$ cat src/design/iir_lp_pkg.sv
// iir_lp_pkg: shared widths, coefficient tables, control-word types and the
// microcode program of the sixth-order direct-form-I low-pass filter
// no dependencies
`timescale 1ns / 1ps

package iir_lp_pkg;

    localparam int MAX_ORDER = 12;
    localparam int TAP_W     = 4;
    localparam int PC_W      = 4;
    localparam int COEF_W    = 32;
    localparam int CHUNK_W   = 24;
    localparam int MUL_B_W   = CHUNK_W + 1;
    localparam int PROD_W    = COEF_W + MUL_B_W;
    localparam int ACC_W     = 64;
    localparam int GAIN_W    = 16;
    localparam int GS_W      = 81;
    localparam int Y_W       = 48;
    localparam int FB_HI_SHIFT = 6;
    localparam int FB_LO_SHIFT = 18;
    localparam int GAIN_SHIFT  = 23;

    localparam logic signed [GAIN_W-1:0] GAIN_RESET = 16'sd22938;
    localparam logic signed [GS_W-1:0]   GS_ROUND   = GS_W'(1) <<< (GAIN_SHIFT - 1);

    typedef logic [PC_W-1:0]  t_pc;
    typedef logic [TAP_W-1:0] t_tap;

    typedef enum logic [2:0] {
        MUL_NONE, MUL_FF, MUL_FB_HI, MUL_FB_LO, MUL_G0, MUL_G1, MUL_G2
    } t_mul_sel;

    typedef enum logic [2:0] {
        ACC_HOLD, ACC_CLR, ACC_ADD, ACC_ADD_FLOOR, ACC_ADD_L6, ACC_ADD_R18
    } t_acc_op;

    typedef enum logic [2:0] {
        GS_HOLD, GS_INIT, GS_ADD0, GS_ADD24, GS_ADD48
    } t_gs_op;

    typedef enum logic [1:0] {
        CNT_HOLD, CNT_CLR, CNT_SET1, CNT_INC
    } t_cnt_op;

    typedef enum logic [1:0] {
        JMP_NEXT, JMP_LOOP, JMP_WAIT_IN, JMP_WAIT_OUT
    } t_jmp;

    typedef struct packed {
        t_mul_sel mul;
        t_acc_op  acc;
        t_gs_op   gs;
        t_cnt_op  cnt;
        t_jmp     jmp;
        t_pc      target;
        logic     load_x;
        logic     finish;
    } t_uop;

    typedef struct packed {
        t_uop uop;
        t_tap tap;
        logic go;
    } t_ctrl;

    typedef struct packed {
        logic in_valid;
        logic out_free;
    } t_seq_stat;

    // program addresses
    localparam t_pc A_WAIT   = 4'd0;
    localparam t_pc A_FF     = 4'd1;
    localparam t_pc A_FF_END = 4'd2;
    localparam t_pc A_FB_HI  = 4'd3;
    localparam t_pc A_FB_LO  = 4'd4;
    localparam t_pc A_FB_END = 4'd5;
    localparam t_pc A_G0     = 4'd6;
    localparam t_pc A_G1     = 4'd7;
    localparam t_pc A_G2     = 4'd8;
    localparam t_pc A_G_END  = 4'd9;
    localparam t_pc A_DONE   = 4'd10;

    function automatic t_uop mk_uop(t_mul_sel mul, t_acc_op acc, t_gs_op gs,
                                    t_cnt_op cnt, t_jmp jmp, t_pc target,
                                    logic load_x, logic finish);
        t_uop u;
        u.mul    = mul;
        u.acc    = acc;
        u.gs     = gs;
        u.cnt    = cnt;
        u.jmp    = jmp;
        u.target = target;
        u.load_x = load_x;
        u.finish = finish;
        return u;
    endfunction

    // control store
    function automatic t_uop ucode(t_pc pc);
        t_uop u;
        case (pc)
            A_WAIT:   u = mk_uop(MUL_NONE, ACC_CLR, GS_HOLD, CNT_CLR, JMP_WAIT_IN,
                                 A_WAIT, 1'b1, 1'b0);
            A_FF:     u = mk_uop(MUL_FF, ACC_ADD, GS_HOLD, CNT_INC, JMP_LOOP,
                                 A_FF, 1'b0, 1'b0);
            A_FF_END: u = mk_uop(MUL_NONE, ACC_ADD_FLOOR, GS_HOLD, CNT_SET1, JMP_NEXT,
                                 A_WAIT, 1'b0, 1'b0);
            A_FB_HI:  u = mk_uop(MUL_FB_HI, ACC_ADD_R18, GS_HOLD, CNT_HOLD, JMP_NEXT,
                                 A_WAIT, 1'b0, 1'b0);
            A_FB_LO:  u = mk_uop(MUL_FB_LO, ACC_ADD_L6, GS_HOLD, CNT_INC, JMP_LOOP,
                                 A_FB_HI, 1'b0, 1'b0);
            A_FB_END: u = mk_uop(MUL_NONE, ACC_ADD_R18, GS_HOLD, CNT_HOLD, JMP_NEXT,
                                 A_WAIT, 1'b0, 1'b0);
            A_G0:     u = mk_uop(MUL_G0, ACC_HOLD, GS_INIT, CNT_HOLD, JMP_NEXT,
                                 A_WAIT, 1'b0, 1'b0);
            A_G1:     u = mk_uop(MUL_G1, ACC_HOLD, GS_ADD0, CNT_HOLD, JMP_NEXT,
                                 A_WAIT, 1'b0, 1'b0);
            A_G2:     u = mk_uop(MUL_G2, ACC_HOLD, GS_ADD24, CNT_HOLD, JMP_NEXT,
                                 A_WAIT, 1'b0, 1'b0);
            A_G_END:  u = mk_uop(MUL_NONE, ACC_HOLD, GS_ADD48, CNT_HOLD, JMP_NEXT,
                                 A_WAIT, 1'b0, 1'b0);
            A_DONE:   u = mk_uop(MUL_NONE, ACC_HOLD, GS_HOLD, CNT_HOLD, JMP_WAIT_OUT,
                                 A_WAIT, 1'b0, 1'b1);
            default:  u = mk_uop(MUL_NONE, ACC_HOLD, GS_HOLD, CNT_HOLD, JMP_WAIT_OUT,
                                 A_WAIT, 1'b0, 1'b0);
        endcase
        return u;
    endfunction

    // feedforward taps, scaled 2^-60
    function automatic logic signed [COEF_W-1:0] ff_coef(t_tap tap);
        logic signed [COEF_W-1:0] c;
        case (tap)
            4'd0:    c = -32'sd1647340;
            4'd1:    c = -32'sd9884042;
            4'd2:    c = -32'sd24710104;
            4'd3:    c = -32'sd32946805;
            4'd4:    c = -32'sd24710104;
            4'd5:    c = -32'sd9884042;
            4'd6:    c = -32'sd1647340;
            default: c = '0;
        endcase
        return c;
    endfunction

    // feedback taps, Q5.26
    function automatic logic signed [COEF_W-1:0] fb_coef(t_tap tap);
        logic signed [COEF_W-1:0] c;
        case (tap)
            4'd1:    c = 32'sd397109992;
            4'd2:    c = -32'sd979151880;
            4'd3:    c = 32'sd1287671461;
            4'd4:    c = -32'sd952570059;
            4'd5:    c = 32'sd375843193;
            4'd6:    c = -32'sd61787131;
            default: c = '0;
        endcase
        return c;
    endfunction

endpackage

$ cat src/design/iir_lp_seq.sv
// iir_lp_seq: microcode sequencer, step counter, tap counter and jump logic
// depends on iir_lp_pkg
`timescale 1ns / 1ps

module iir_lp_seq #(
    parameter int FILTER_ORDER = 6
) (
    input  logic                  i_clk,
    input  logic                  i_rst_n,
    input  iir_lp_pkg::t_seq_stat i_stat,
    output iir_lp_pkg::t_ctrl     o_ctrl
);

    localparam int TW = iir_lp_pkg::TAP_W;

    iir_lp_pkg::t_pc  r_pc,  n_pc;
    iir_lp_pkg::t_tap r_tap, n_tap;
    iir_lp_pkg::t_uop uop;
    logic             go;
    logic             loop_more;

    assign uop       = iir_lp_pkg::ucode(r_pc);
    assign loop_more = (r_tap != TW'(FILTER_ORDER));

    always_comb begin
        case (uop.jmp)
            iir_lp_pkg::JMP_WAIT_IN:  go = i_stat.in_valid;
            iir_lp_pkg::JMP_WAIT_OUT: go = i_stat.out_free;
            default:                  go = 1'b1;
        endcase
    end

    always_comb begin
        case (uop.jmp)
            iir_lp_pkg::JMP_NEXT:     n_pc = r_pc + 1'b1;
            iir_lp_pkg::JMP_LOOP:     n_pc = loop_more ? uop.target : r_pc + 1'b1;
            iir_lp_pkg::JMP_WAIT_IN:  n_pc = go ? r_pc + 1'b1 : r_pc;
            iir_lp_pkg::JMP_WAIT_OUT: n_pc = go ? uop.target : r_pc;
            default:                  n_pc = iir_lp_pkg::A_WAIT;
        endcase
    end

    always_comb begin
        n_tap = r_tap;
        if (go) begin
            case (uop.cnt)
                iir_lp_pkg::CNT_CLR:  n_tap = '0;
                iir_lp_pkg::CNT_SET1: n_tap = TW'(1);
                iir_lp_pkg::CNT_INC:  n_tap = r_tap + 1'b1;
                default:              n_tap = r_tap;
            endcase
        end
    end

    always_ff @(posedge i_clk) begin
        if (!i_rst_n) begin
            r_pc  <= iir_lp_pkg::A_WAIT;
            r_tap <= '0;
        end else begin
            r_pc  <= n_pc;
            r_tap <= n_tap;
        end
    end

    assign o_ctrl.uop = uop;
    assign o_ctrl.tap = r_tap;
    assign o_ctrl.go  = go;

endmodule

$ cat src/design/iir_lp_dp.sv
// iir_lp_dp: shared multiplier, accumulators, sample histories and dac conversion
// depends on iir_lp_pkg, driven by iir_lp_seq control words
`timescale 1ns / 1ps

module iir_lp_dp #(
    parameter int FILTER_ORDER = 6,
    parameter int SAMPLE_BITS  = 12
) (
    input  logic                                  i_clk,
    input  logic                                  i_rst_n,
    input  iir_lp_pkg::t_ctrl                     i_ctrl,
    input  logic [SAMPLE_BITS-1:0]                i_sample,
    input  logic signed [iir_lp_pkg::GAIN_W-1:0]  i_gain,
    output logic [SAMPLE_BITS-1:0]                o_code,
    output logic                                  o_clip
);

    localparam int CW  = iir_lp_pkg::COEF_W;
    localparam int BW  = iir_lp_pkg::MUL_B_W;
    localparam int PW  = iir_lp_pkg::PROD_W;
    localparam int AW  = iir_lp_pkg::ACC_W;
    localparam int GW  = iir_lp_pkg::GS_W;
    localparam int YW  = iir_lp_pkg::Y_W;
    localparam int HW  = iir_lp_pkg::CHUNK_W;
    localparam int TW  = iir_lp_pkg::TAP_W;
    localparam int GSH = iir_lp_pkg::GAIN_SHIFT;
    localparam int FF_SHIFT  = SAMPLE_BITS + 11;
    localparam int DAC_SHIFT = 41 - SAMPLE_BITS;
    localparam logic signed [YW:0] HALF_CODE = (YW+1)'(1) <<< (SAMPLE_BITS - 1);
    localparam logic signed [YW:0] CODE_MAX  = ((YW+1)'(1) <<< SAMPLE_BITS) - (YW+1)'(1);

    logic signed [SAMPLE_BITS-1:0] r_x;
    logic signed [SAMPLE_BITS-1:0] r_hist_x [FILTER_ORDER];
    logic signed [YW-1:0]          r_hist_y [FILTER_ORDER];
    logic signed [PW-1:0]          r_prod;
    logic signed [AW-1:0]          r_acc;
    logic signed [GW-1:0]          r_gsum;

    logic signed [SAMPLE_BITS-1:0] x_in, x_sel;
    logic signed [YW-1:0]          y_sel;
    logic signed [CW-1:0]          mul_a;
    logic signed [BW-1:0]          mul_b;
    logic signed [PW-1:0]          prod_c;
    logic signed [AW-1:0]          prod_acc, acc_sum, n_acc;
    logic signed [GW-1:0]          prod_gs, n_gsum;
    logic signed [GW-GSH-1:0]      y_wide;
    logic signed [YW-1:0]          y_sat;
    logic signed [YW:0]            dac_bias, dac_t, dac_code_w;
    logic                          step_go;
    logic                          finish_go;

    assign step_go   = i_ctrl.go;
    assign finish_go = i_ctrl.go && i_ctrl.uop.finish;

    // centre the converter sample: flip the msb
    assign x_in = {~i_sample[SAMPLE_BITS-1], i_sample[SAMPLE_BITS-2:0]};

    // history tap select
    always_comb begin
        x_sel = r_x;
        y_sel = '0;
        for (int j = 0; j < FILTER_ORDER; j++) begin
            if (i_ctrl.tap == TW'(j + 1)) begin
                x_sel = r_hist_x[j];
                y_sel = r_hist_y[j];
            end
        end
    end

    // operand select for the shared multiplier
    always_comb begin
        case (i_ctrl.uop.mul)
            iir_lp_pkg::MUL_FF: begin
                mul_a = iir_lp_pkg::ff_coef(i_ctrl.tap);
                mul_b = BW'(x_sel);
            end
            iir_lp_pkg::MUL_FB_HI: begin
                mul_a = iir_lp_pkg::fb_coef(i_ctrl.tap);
                mul_b = BW'($signed(y_sel[YW-1:HW]));
            end
            iir_lp_pkg::MUL_FB_LO: begin
                mul_a = iir_lp_pkg::fb_coef(i_ctrl.tap);
                mul_b = {1'b0, y_sel[HW-1:0]};
            end
            iir_lp_pkg::MUL_G0: begin
                mul_a = CW'(i_gain);
                mul_b = {1'b0, r_acc[HW-1:0]};
            end
            iir_lp_pkg::MUL_G1: begin
                mul_a = CW'(i_gain);
                mul_b = {1'b0, r_acc[2*HW-1:HW]};
            end
            iir_lp_pkg::MUL_G2: begin
                mul_a = CW'(i_gain);
                mul_b = BW'($signed(r_acc[AW-1:2*HW]));
            end
            default: begin
                mul_a = '0;
                mul_b = '0;
            end
        endcase
    end

    assign prod_c = mul_a * mul_b;

    // tap accumulator, scale 2^-48 once the feedforward sum is floored
    assign prod_acc = AW'(r_prod);
    assign acc_sum  = r_acc + prod_acc;

    always_comb begin
        case (i_ctrl.uop.acc)
            iir_lp_pkg::ACC_CLR:       n_acc = '0;
            iir_lp_pkg::ACC_ADD:       n_acc = acc_sum;
            iir_lp_pkg::ACC_ADD_FLOOR: n_acc = acc_sum >>> FF_SHIFT;
            iir_lp_pkg::ACC_ADD_L6:    n_acc = r_acc + (prod_acc <<< iir_lp_pkg::FB_HI_SHIFT);
            iir_lp_pkg::ACC_ADD_R18:   n_acc = r_acc + (prod_acc >>> iir_lp_pkg::FB_LO_SHIFT);
            default:                   n_acc = r_acc;
        endcase
    end

    // gain sum, exact product of gain and accumulator plus half lsb
    assign prod_gs = GW'(r_prod);

    always_comb begin
        case (i_ctrl.uop.gs)
            iir_lp_pkg::GS_INIT:  n_gsum = iir_lp_pkg::GS_ROUND;
            iir_lp_pkg::GS_ADD0:  n_gsum = r_gsum + prod_gs;
            iir_lp_pkg::GS_ADD24: n_gsum = r_gsum + (prod_gs <<< HW);
            iir_lp_pkg::GS_ADD48: n_gsum = r_gsum + (prod_gs <<< (2 * HW));
            default:              n_gsum = r_gsum;
        endcase
    end

    // round by floor after the half lsb, then saturate to q7.40
    assign y_wide = r_gsum[GW-1:GSH];

    always_comb begin
        if ((&y_wide[GW-GSH-1:YW-1]) || !(|y_wide[GW-GSH-1:YW-1])) begin
            y_sat = y_wide[YW-1:0];
        end else if (y_wide[GW-GSH-1]) begin
            y_sat = {1'b1, {(YW-1){1'b0}}};
        end else begin
            y_sat = {1'b0, {(YW-1){1'b1}}};
        end
    end

    // dac code: truncate toward zero, add mid-scale, clamp
    assign dac_bias   = y_sat[YW-1] ? {{(YW+1-DAC_SHIFT){1'b0}}, {DAC_SHIFT{1'b1}}} : '0;
    assign dac_t      = ((YW+1)'(y_sat) + dac_bias) >>> DAC_SHIFT;
    assign dac_code_w = dac_t + HALF_CODE;

    always_comb begin
        if (dac_code_w[YW]) begin
            o_code = '0;
            o_clip = 1'b1;
        end else if (dac_code_w > CODE_MAX) begin
            o_code = '1;
            o_clip = 1'b1;
        end else begin
            o_code = dac_code_w[SAMPLE_BITS-1:0];
            o_clip = 1'b0;
        end
    end

    always_ff @(posedge i_clk) begin
        r_prod <= prod_c;
        if (step_go) begin
            r_acc  <= n_acc;
            r_gsum <= n_gsum;
        end
        if (step_go && i_ctrl.uop.load_x) begin
            r_x <= x_in;
        end
    end

    always_ff @(posedge i_clk) begin
        if (!i_rst_n) begin
            for (int j = 0; j < FILTER_ORDER; j++) begin
                r_hist_x[j] <= '0;
                r_hist_y[j] <= '0;
            end
        end else if (finish_go) begin
            for (int j = FILTER_ORDER - 1; j > 0; j--) begin
                r_hist_x[j] <= r_hist_x[j-1];
                r_hist_y[j] <= r_hist_y[j-1];
            end
            r_hist_x[0] <= r_x;
            r_hist_y[0] <= y_sat;
        end
    end

endmodule

$ cat src/design/iir_lowpass_order6_df1.sv
// iir_lowpass_order6_df1: top level of the direct-form-I low-pass filter
// depends on iir_lp_pkg, iir_lp_seq and iir_lp_dp
`timescale 1ns / 1ps

//  channel   | direction | handshake          | payload
//  ----------+-----------+--------------------+-------------------------------
//  sample    | in        | i_valid / o_stall  | i_adc_sample
//  result    | out       | o_valid / i_stall  | o_dac_code, o_clipped
//  gain cfg  | in        | i_cfg_wr_en        | i_cfg_wr_data (signed q1.15)
//
//  a sample's run from acceptance to the next acceptance is spent mostly on
//  the single shared 32x25 multiplier: one pass per feedforward tap, two
//  per feedback tap, three for the gain
//  synchronous active-low reset clears the step counter, the histories,
//  the gain (to 0.7) and the result valid flag
//  the result register lets the next sample in while a result waits; the
//  last step of the program holds while an earlier result is still unclaimed

module iir_lowpass_order6_df1 #(
    parameter int FILTER_ORDER = 6,
    parameter int SAMPLE_BITS  = 12
) (
    input  logic                                  i_clk,
    input  logic                                  i_rst_n,
    // sample channel
    input  logic                                  i_valid,
    output logic                                  o_stall,
    input  logic [SAMPLE_BITS-1:0]                i_adc_sample,
    // result channel
    output logic                                  o_valid,
    input  logic                                  i_stall,
    output logic [SAMPLE_BITS-1:0]                o_dac_code,
    output logic                                  o_clipped,
    // gain register write
    input  logic                                  i_cfg_wr_en,
    input  logic [iir_lp_pkg::GAIN_W-1:0]         i_cfg_wr_data
);

    iir_lp_pkg::t_ctrl     ctrl;
    iir_lp_pkg::t_seq_stat stat;

    logic signed [iir_lp_pkg::GAIN_W-1:0] r_gain;
    logic                                 r_out_valid;
    logic [SAMPLE_BITS-1:0]               r_dac_code;
    logic                                 r_clipped;
    logic [SAMPLE_BITS-1:0]               dp_code;
    logic                                 dp_clip;
    logic                                 out_free;
    logic                                 finish_go;

    // result slot is free when empty or being taken this cycle
    assign out_free      = !r_out_valid || !i_stall;
    assign stat.in_valid = i_valid;
    assign stat.out_free = out_free;

    // only the wait step takes a sample
    assign o_stall   = (ctrl.uop.jmp != iir_lp_pkg::JMP_WAIT_IN);
    assign finish_go = ctrl.go && ctrl.uop.finish;

    iir_lp_seq #(
        .FILTER_ORDER (FILTER_ORDER)
    ) u_seq (
        .i_clk   (i_clk),
        .i_rst_n (i_rst_n),
        .i_stat  (stat),
        .o_ctrl  (ctrl)
    );

    iir_lp_dp #(
        .FILTER_ORDER (FILTER_ORDER),
        .SAMPLE_BITS  (SAMPLE_BITS)
    ) u_dp (
        .i_clk    (i_clk),
        .i_rst_n  (i_rst_n),
        .i_ctrl   (ctrl),
        .i_sample (i_adc_sample),
        .i_gain   (r_gain),
        .o_code   (dp_code),
        .o_clip   (dp_clip)
    );

    // gain register
    always_ff @(posedge i_clk) begin
        if (!i_rst_n) begin
            r_gain <= iir_lp_pkg::GAIN_RESET;
        end else if (i_cfg_wr_en) begin
            r_gain <= i_cfg_wr_data;
        end
    end

    // result register
    always_ff @(posedge i_clk) begin
        if (!i_rst_n) begin
            r_out_valid <= 1'b0;
        end else if (finish_go) begin
            r_out_valid <= 1'b1;
        end else if (!i_stall) begin
            r_out_valid <= 1'b0;
        end
    end

    always_ff @(posedge i_clk) begin
        if (finish_go) begin
            r_dac_code <= dp_code;
            r_clipped  <= dp_clip;
        end
    end

    assign o_valid    = r_out_valid;
    assign o_dac_code = r_dac_code;
    assign o_clipped  = r_clipped;

endmodule

$ cat config.mk
export PLATFORM = sky130hd
export DESIGN_NAME = iir_lowpass_order6_df1
export DESIGN_NICKNAME = d
export VERILOG_FILES = /design/src/design/iir_lp_pkg.sv /design/src/design/iir_lp_seq.sv /design/src/design/iir_lp_dp.sv /design/src/design/iir_lowpass_order6_df1.sv
export SDC_FILE = /design/constraint.sdc
export NUM_CORES = 2
export LEC_CHECK = 0
export BUFFER_PORTS_ARGS = -buffer_cell sky130_fd_sc_hd__buf_2
export CAP_MARGIN = 20
export CORE_ASPECT_RATIO = 2
export CORE_MARGIN = 2
export CORE_UTILIZATION = 65
export CTS_CLUSTER_SIZE = 14
export DETAILED_ROUTE_END_ITERATION = 10
export PLACE_DENSITY = 0.8
export SETUP_SLACK_MARGIN = 0.5
export SLEW_MARGIN = 20
export SYNTH_ARGS = -nofsm -noshare
export SYNTH_HDL_FRONTEND = slang
export SYNTH_SLANG_ARGS = --single-unit
$ cat constraint.sdc
create_clock -name i_clk -period 23.9 [get_ports i_clk]
set_input_delay 2.39 -clock i_clk [delete_from_list [all_inputs] [get_ports i_clk]]
set_output_delay 2.39 -clock i_clk [all_outputs]
set_load 0.005 [all_outputs]
; Yosys cells after proc, flatten, opt, wreduce, memory -nomap -nowiden
; Memories as Yosys holds them, arrays and structs flattened. A register that Yosys moved wholly into a read port is not among the register bits.
; Index checks and enable logic that the tools add are counted.
[totals]
mem_bits_ro = 272
n_memories = 3
ramBits = 360
word_cells = 142
output_inout_bits = 15
register_bits = 252
[classes]
muxes = 49
n_reduce_logical = 23
bitwise_logic = 13
magnitude_cmp = 1
add_sub_neg = 10
n_mul = 1
eq_ne = 32
[memory_table]
columns = memory, words, width, rd, rd_clocked_by_memory_dff, write_ports, line_no
row1 = u_dp.r_hist_y, 6, 48, 6, 0, 6, iir_lp_dp.sv:34  ; logic signed [YW-1:0] r_hist_y [FILTER_ORDER];
row2 = (name not given), 16, 17, 1, 1, 0, iir_lp_pkg.sv:102  ; case (pc)
row3 = u_dp.r_hist_x, 6, 12, 6, 0, 6, iir_lp_dp.sv:33  ; logic signed [SAMPLE_BITS-1:0] r_hist_x [FILTER_ORDER];
[op_table]
columns = cell, count
row1 = $mux 48, 14
row2 = $pmux 81 s4, 1
row3 = $pmux 64 s5, 1
row4 = $pmux 32 s6, 1
row5 = $add 81x81->81, 2
row6 = $mux 12, 13
row7 = $pmux 25 s6, 1
row8 = $pmux 32 s4, 1
row9 = $pmux 32 s3, 1
row10 = $add 81x57->81, 1
row11 = $add 64x39->64, 1
row12 = $add 64x57->64, 1
row13 = $add 64x63->64, 1
row14 = $mul 32x25->57, 1
row15 = $add 48x30->49, 1
row16 = $gt 49x13->1 const B, 1
row17 = $mux 29, 1
row18 = $add 20x13->21 const B, 1
row19 = $mux 4, 5
row20 = $eq 3x2->1 const B, 6
row21 = $eq 3x3->1 const B, 6
row22 = $pmux 4 s4, 1
row23 = $eq 4x3->1 const B, 3
row24 = $or 1x1->1, 12
row25 = 26 further kinds, 52

; Logic depth before layout (Yosys ltp)
[depth]
word_depth = 9
mapped_depth = 44

; By module
; A second synthesis with hierarchy kept.
[hier_totals]
hier_cells = 8636
hier_area_um2 = 76746.1
[by_module_without_submodules]
columns = mod, area_per_inst_um2, n_inst, cells_each
row1 = iir_lp_dp, 74407.6, 1, 8440
row2 = iir_lp_seq, 1306.3, 1, 126
row3 = iir_lowpass_order6_df1, 1032.2, 1, 70

; Worst setup path before layout
; No wires, ideal clock.
[synth_timing]
path_type = input to register
start = input i_rst_n
end = memory u_dp.r_hist_x[0][0], enable pin
arrival_ps = 8758
path_slack_ps = 12493
setup_ps = 2648
stages = 3
path_cell_list = clkbuf_1 -> clkbuf_1 -> nand2_1
[synth_rtl]
columns = element, line_no
row1 = "start, declared", iir_lowpass_order6_df1.sv:24  ; input logic i_rst_n,
row2 = "end, declared", iir_lp_dp.sv:33

; Final worst setup path
[layout_timing]
start = register u_seq.r_tap[3]
end = register u_dp.r_prod[50]
[layout_via]
elab_chain_cells = 9
elab_cells_between_ends = 27
[layout_lines]
columns = element, line_no
row1 = "start, declared", iir_lp_seq.sv:17  ; iir_lp_pkg::t_tap r_tap, n_tap;
row2 = "start signal, assigned", iir_lp_seq.sv:61  ; r_tap <= n_tap;
row3 = $eq 4x1->1, "iir_lp_pkg.sv:134, iir_lp_pkg.sv:150, iir_lp_dp.sv:63"
row4 = $mux 48 / $mux 12 (equally long branches) (6 in a row), iir_lp_dp.sv:63  ; if (i_ctrl.tap == TW'(j + 1)) begin
row5 = $pmux 25 s6, iir_lp_dp.sv:72  ; case (i_ctrl.uop.mul)
row6 = $mul 32x25->57 (*), iir_lp_dp.sv:104  ; assign prod_c = mul_a * mul_b;
row7 = via u_dp.prod_c[50], iir_lp_dp.sv:43  ; logic signed [PW-1:0] prod_c;
row8 = "end signal, assigned", iir_lp_dp.sv:166  ; r_prod <= prod_c;
row9 = "end, declared", iir_lp_dp.sv:35  ; logic signed [PW-1:0] r_prod;
; The timed path passes the listed nets; every way through them passes the cells marked *.
; A chain may end at the register's enable or synchronous reset.

==> reports/results.txt <==
The flow ran to the end, and the final reports show no timing, DRC or antenna violations. Number of vias after detailed routing: 65451. In the post-synthesis netlist, the cell with the most instances is sky130_fd_sc_hd__inv_1. The static power due to leakage came out at 37.1 nW.

Post-CTS timing repair inserted 0 buffers for setup. Type of the most critical hold path: reg2reg. The most critical setup path has its endpoint at u_dp.r_prod[50]$_DFF_P_.

The first global-routing pass estimated 396 mm of wire. The run gives 7392 as the DRC violation total after the first TritonRoute iteration. The total routed wirelength is 266 mm.

Entering global routing, the biggest net connects 168 pins. In this run, synthesis produced a sequential element count of 629. The mapped cell area is 75600 sq um, and the average cell area after synthesis is 8.91 sq um. The combinational family with the most area after synthesis is adder cells. The Yosys step of the flow raised 0 warnings. Detailed placement ended at an HPWL of 200 mm. Using the TritonRoute via totals, the vias-per-cell ratio works out to 6.62.

At the end of the flow, the number of nets in the layout was 9707. The initial utilization of the core area, before any placement, comes to 65.3%. The routed design could run at a clock period as short as 11630 ps.

The count of final hold-check violations was 0; the share of the synthesized area in compound gates (AO/OA/AOI/OAI) was 16.7%. The die span in y came out at 486 um. Setup repair after global routing left no endpoint under its margin.

The first-pass iteration count of the detailed router is 6. The global routing stage identified its most utilized layer as met2. The final count of pins violating max slew is 0. TritonCTS built the clock tree. Summing the areas of all xor and xnor instances in the mapped netlist gives 4.27% of the synthesized area. Synthesis handed over a netlist of 8488 instances. Portion of synthesized cell area occupied by the leading cell type: 21.8%. In this run the clock root is driven by a sky130_fd_sc_hd__clkbuf_16. Area share of fa/ha/maj cells after synthesis: 30.7%. The tools report the sort of element at the start of the critical path as a flip-flop. At the worst endpoint, the arrival time is 12150 ps. In the finished design, the share of the clock period the worst path needs comes to 48.7%. Row generation in the floorplan step produced 177 rows. The maximum fanout along the worst path is 15, and the met3 capacity usage during global routing is 10.1%.

The maximum cell stage delay along the critical path is 890 ps. The antenna violation net count after detailed routing came out at 0. Area of the placeable core: 116000 sq um. The standard cell with the maximum stage delay on the critical path was sky130_fd_sc_hd__a21oi_2. Across every metal layer, demand over resource in global routing totals 44.7%.

The tools report the I/O pin count as 48. The tools report the global-route met1 utilization as 55.9%. After synthesis, the cell types taking the most area are sky130_fd_sc_hd__fa_1 22%, sky130_fd_sc_hd__edfxtp_1 21%, sky130_fd_sc_hd__ha_1 8.9%. Headroom to the max-slew limit came out at 16.1%.

Summing the areas of all and, or, nand and nor instances in the mapped netlist gives 16.9% of the synthesized area. The die covers 119000 sq um. CTS saw 629 sinks. The clock latency at the later pin of the worst-skew pair came out at 660 ps. STA classifies the critical path endpoint as a flip-flop. Across all hold checks on the routed design, the worst slack comes to 484 ps. Clock-pin slew was measured on the worst setup and hold paths at 60 ps. The total global routing overflow is 0, and the proportion of layout cells with a drive suffix above 1 is 5.04%.

The H-tree generated during clock tree synthesis spans 3 levels. The worst flop-to-flop path endpoint was u_dp.r_prod[50]$_DFF_P_. In this run, synthesis inferred 530 flip-flops with an integrated enable. The number of clock buffers added by TritonCTS is 69.

The maximum clock rate is 86.0 MHz. After synthesis, the netlist uses 91 different library cells. The transition time at the pin with the least slew margin works out to 1250 ps. Data on the critical path is required at its endpoint by 24420 ps. For the register area share after synthesis, the log shows 23.7%. Commonest register cell after synthesis: sky130_fd_sc_hd__edfxtp_1. In this run the deepest clock path goes through 3 buffers. Across the routed clock network, the largest skew measured is 30.5 ps.

In this run the worst setup path begins at u_seq.r_tap[3]$_SDFFE_PN0P_. Compared with the post-synthesis result, the final layout area differs by 5.53%. The number of gates resized after CTS was 0. The total nets after synthesis came out at 9884.

The routability congestion estimate was 1.06; the power density relative to cell area was 156 nW/um^2. The logs give 66.7% for the met2 track utilization from global routing and 12270 ps for the setup slack on the worst flop-to-flop path. After synthesis, the most frequently instantiated cells are 984 x sky130_fd_sc_hd__inv_1, 967 x sky130_fd_sc_hd__nand2_1, 825 x sky130_fd_sc_hd__fa_1, 703 x sky130_fd_sc_hd__nor2_1, 571 x sky130_fd_sc_hd__a21oi_1. Of the post-synthesis cell area, the part taken by muxes is 0.705%. The share of async-settable or async-resettable flops after synthesis is 0%, and the number of max-cap violations is 0. The tools report the startpoint of the worst register-to-register path as u_seq.r_tap[3]$_SDFFE_PN0P_. VDD sags by at most 0.000812 V.

The logs give 64010 for the number of global-route vias before repair and 0 ps for the setup TNS. The number of fillers in the final layout is 9157, and the total DRC errors in the routed layout is 0. The number of hold buffers added after CTS was 0. The initial antenna violation count is 11. The cell that appears most often on the critical path is sky130_fd_sc_hd__fa_1. The cell type contributing the most total cell area after synthesis is sky130_fd_sc_hd__fa_1. Measured in cells, the most critical reg-to-reg path has a length of 33. In the final routed layout, each cell accounts on average for 26.9 um.

In this run the horizontal extent of the chip is 245 um. Start-to-end type of the worst setup path: reg2reg. The number of buffers inserted by port buffering is 47. Final setup violation count: 0.
==> state kept, by name, summed over array words and instances (netlist names) <==
name,flops
u_dp.r_hist_y,288
u_dp.r_gsum,81
u_dp.r_hist_x,72
u_dp.r_acc,64
u_dp.r_prod,57
u_seq.uop,17
r_gain,16
o_dac_code,12
u_dp.r_x,12
u_seq.r_pc,4
u_seq.r_tap,4
o_clipped,1
o_valid,1
==> area by class of cell <==
class | instances | area [sq um] | share of cell area, %
clock inverters | 38 | 435 | 0.546
multi-input cells | 6449 | 52700 | 66.0
well taps | 1521 | 1900 | 2.38
repair buffers | 177 | 1220 | 1.53
flip-flops and latches | 629 | 17900 | 22.4
clock buffers | 87 | 1940 | 2.43
inverters | 985 | 3700 | 4.63
diodes | 5 | 12.5 | 0.0157
==> metal layers <==
| layer | share of wire [%] | wire length (um) |
|---|---|---|
| met5 | 0.018 | 48 |
| met4 | 9.8 | 26100 |
| met3 | 12 | 30800 |
| met2 | 43 | 115000 |
| met1 | 35 | 94100 |
==> critical path: cells and delay by family, from the launching register on <==
| kind | cells | cell delay (ps) |
|---|---|---|
| buffers and inverters | 4 | 220 |
| xor gates and xnor gates | 1 | 140 |
| adders and majority gates | 8 | 3760 |
| DFF | 1 | 580 |
| AOI/OAI and AO/OA | 13 | 4620 |
| and+or+nand+nor | 7 | 2160 |
==> cells by family (layout without fill, tap and decap cells) <==
group	after synthesis	in the layout
AOI/OAI and AO/OA	1932	1932
xor gates and xnor gates	369	369
adders and majority gates	1363	1363
buffers and inverters	1410	1287
DFF	629	629
muxes	53	53
other	0	5
and+or+nand+nor	2732	2732
==> worst min path at each step <==
stage / end / from / slack [ps] / cells past startpoint
after CTS: r_gain[14]$_SDFFE_PN1P_ / r_gain[14]$_SDFFE_PN1P_ / 480 / 2
after floorplan: r_gain[14]$_SDFFE_PN1P_ / r_gain[14]$_SDFFE_PN1P_ / 440 / 2
after global routing: r_gain[14]$_SDFFE_PN1P_ / r_gain[14]$_SDFFE_PN1P_ / 500 / 2
final: r_gain[14]$_SDFFE_PN1P_ / r_gain[14]$_SDFFE_PN1P_ / 480 / 2
after detailed placement: r_gain[14]$_SDFFE_PN1P_ / r_gain[14]$_SDFFE_PN1P_ / 460 / 2
after global placement: r_gain[14]$_SDFFE_PN1P_ / r_gain[14]$_SDFFE_PN1P_ / 450 / 2
==> power breakdown <==
| group | total [W] | switching [W] | internal, W |
|---|---|---|---|
| Clock | 0.00114 | 0.000485 | 0.000658 |
| Combinational | 0.00946 | 0.00606 | 0.00339 |
| Sequential | 0.00186 | 0.000422 | 0.00144 |
| Total | 0.0125 | 0.00697 | 0.00549 |
==> layout by cell type (no fill, tap or decap), drive strengths merged, types with 20 or more instances in the layout <==
cell type | Yosys | layout
a211o | 26 | 26
a211oi | 79 | 79
a21boi | 26 | 26
a21o | 244 | 244
a21oi | 580 | 580
a221oi | 80 | 80
a22oi | 40 | 40
a31oi | 57 | 57
and2 | 393 | 393
and3 | 68 | 68
and4 | 20 | 20
buf | 41 | 176
clkbuf | 384 | 88
clkinv | 0 | 24
dfxtp | 99 | 99
edfxtp | 530 | 530
fa | 825 | 825
ha | 538 | 538
inv | 985 | 990
mux2i | 51 | 51
nand2 | 967 | 967
nand2b | 98 | 98
nand3 | 115 | 115
nand4 | 82 | 82
nor2 | 705 | 705
nor2b | 58 | 58
nor3 | 110 | 110
o211ai | 44 | 44
o21a | 55 | 55
o21ai | 325 | 325
o21bai | 60 | 60
o221ai | 48 | 48
o22ai | 68 | 68
o31ai | 27 | 27
or2 | 41 | 41
or3 | 25 | 25
xnor2 | 226 | 226
xor2 | 143 | 143
==> through the flow <==
| step | cell area, sq um | setup WS (ps) | instances | utilization, % | total power (W) |
|---|---|---|---|---|---|
| floorplan | 75600 | 12490 | 8488 | - | 0.00798 |
| global placement | 77400 | 12850 | 9760 | 66.8 | 0.0109 |
| detailed placement | 77400 | 12710 | 9760 | 66.8 | 0.0110 |
| CTS | 79800 | 12610 | 9885 | 68.9 | 0.0122 |
| global route | 79800 | 11610 | 9886 | 68.9 | 0.0132 |
| finish | 79800 | 12270 | 9891 | 68.9 | 0.0125 |
No activity file was read; power rests on OpenSTA's default activity.
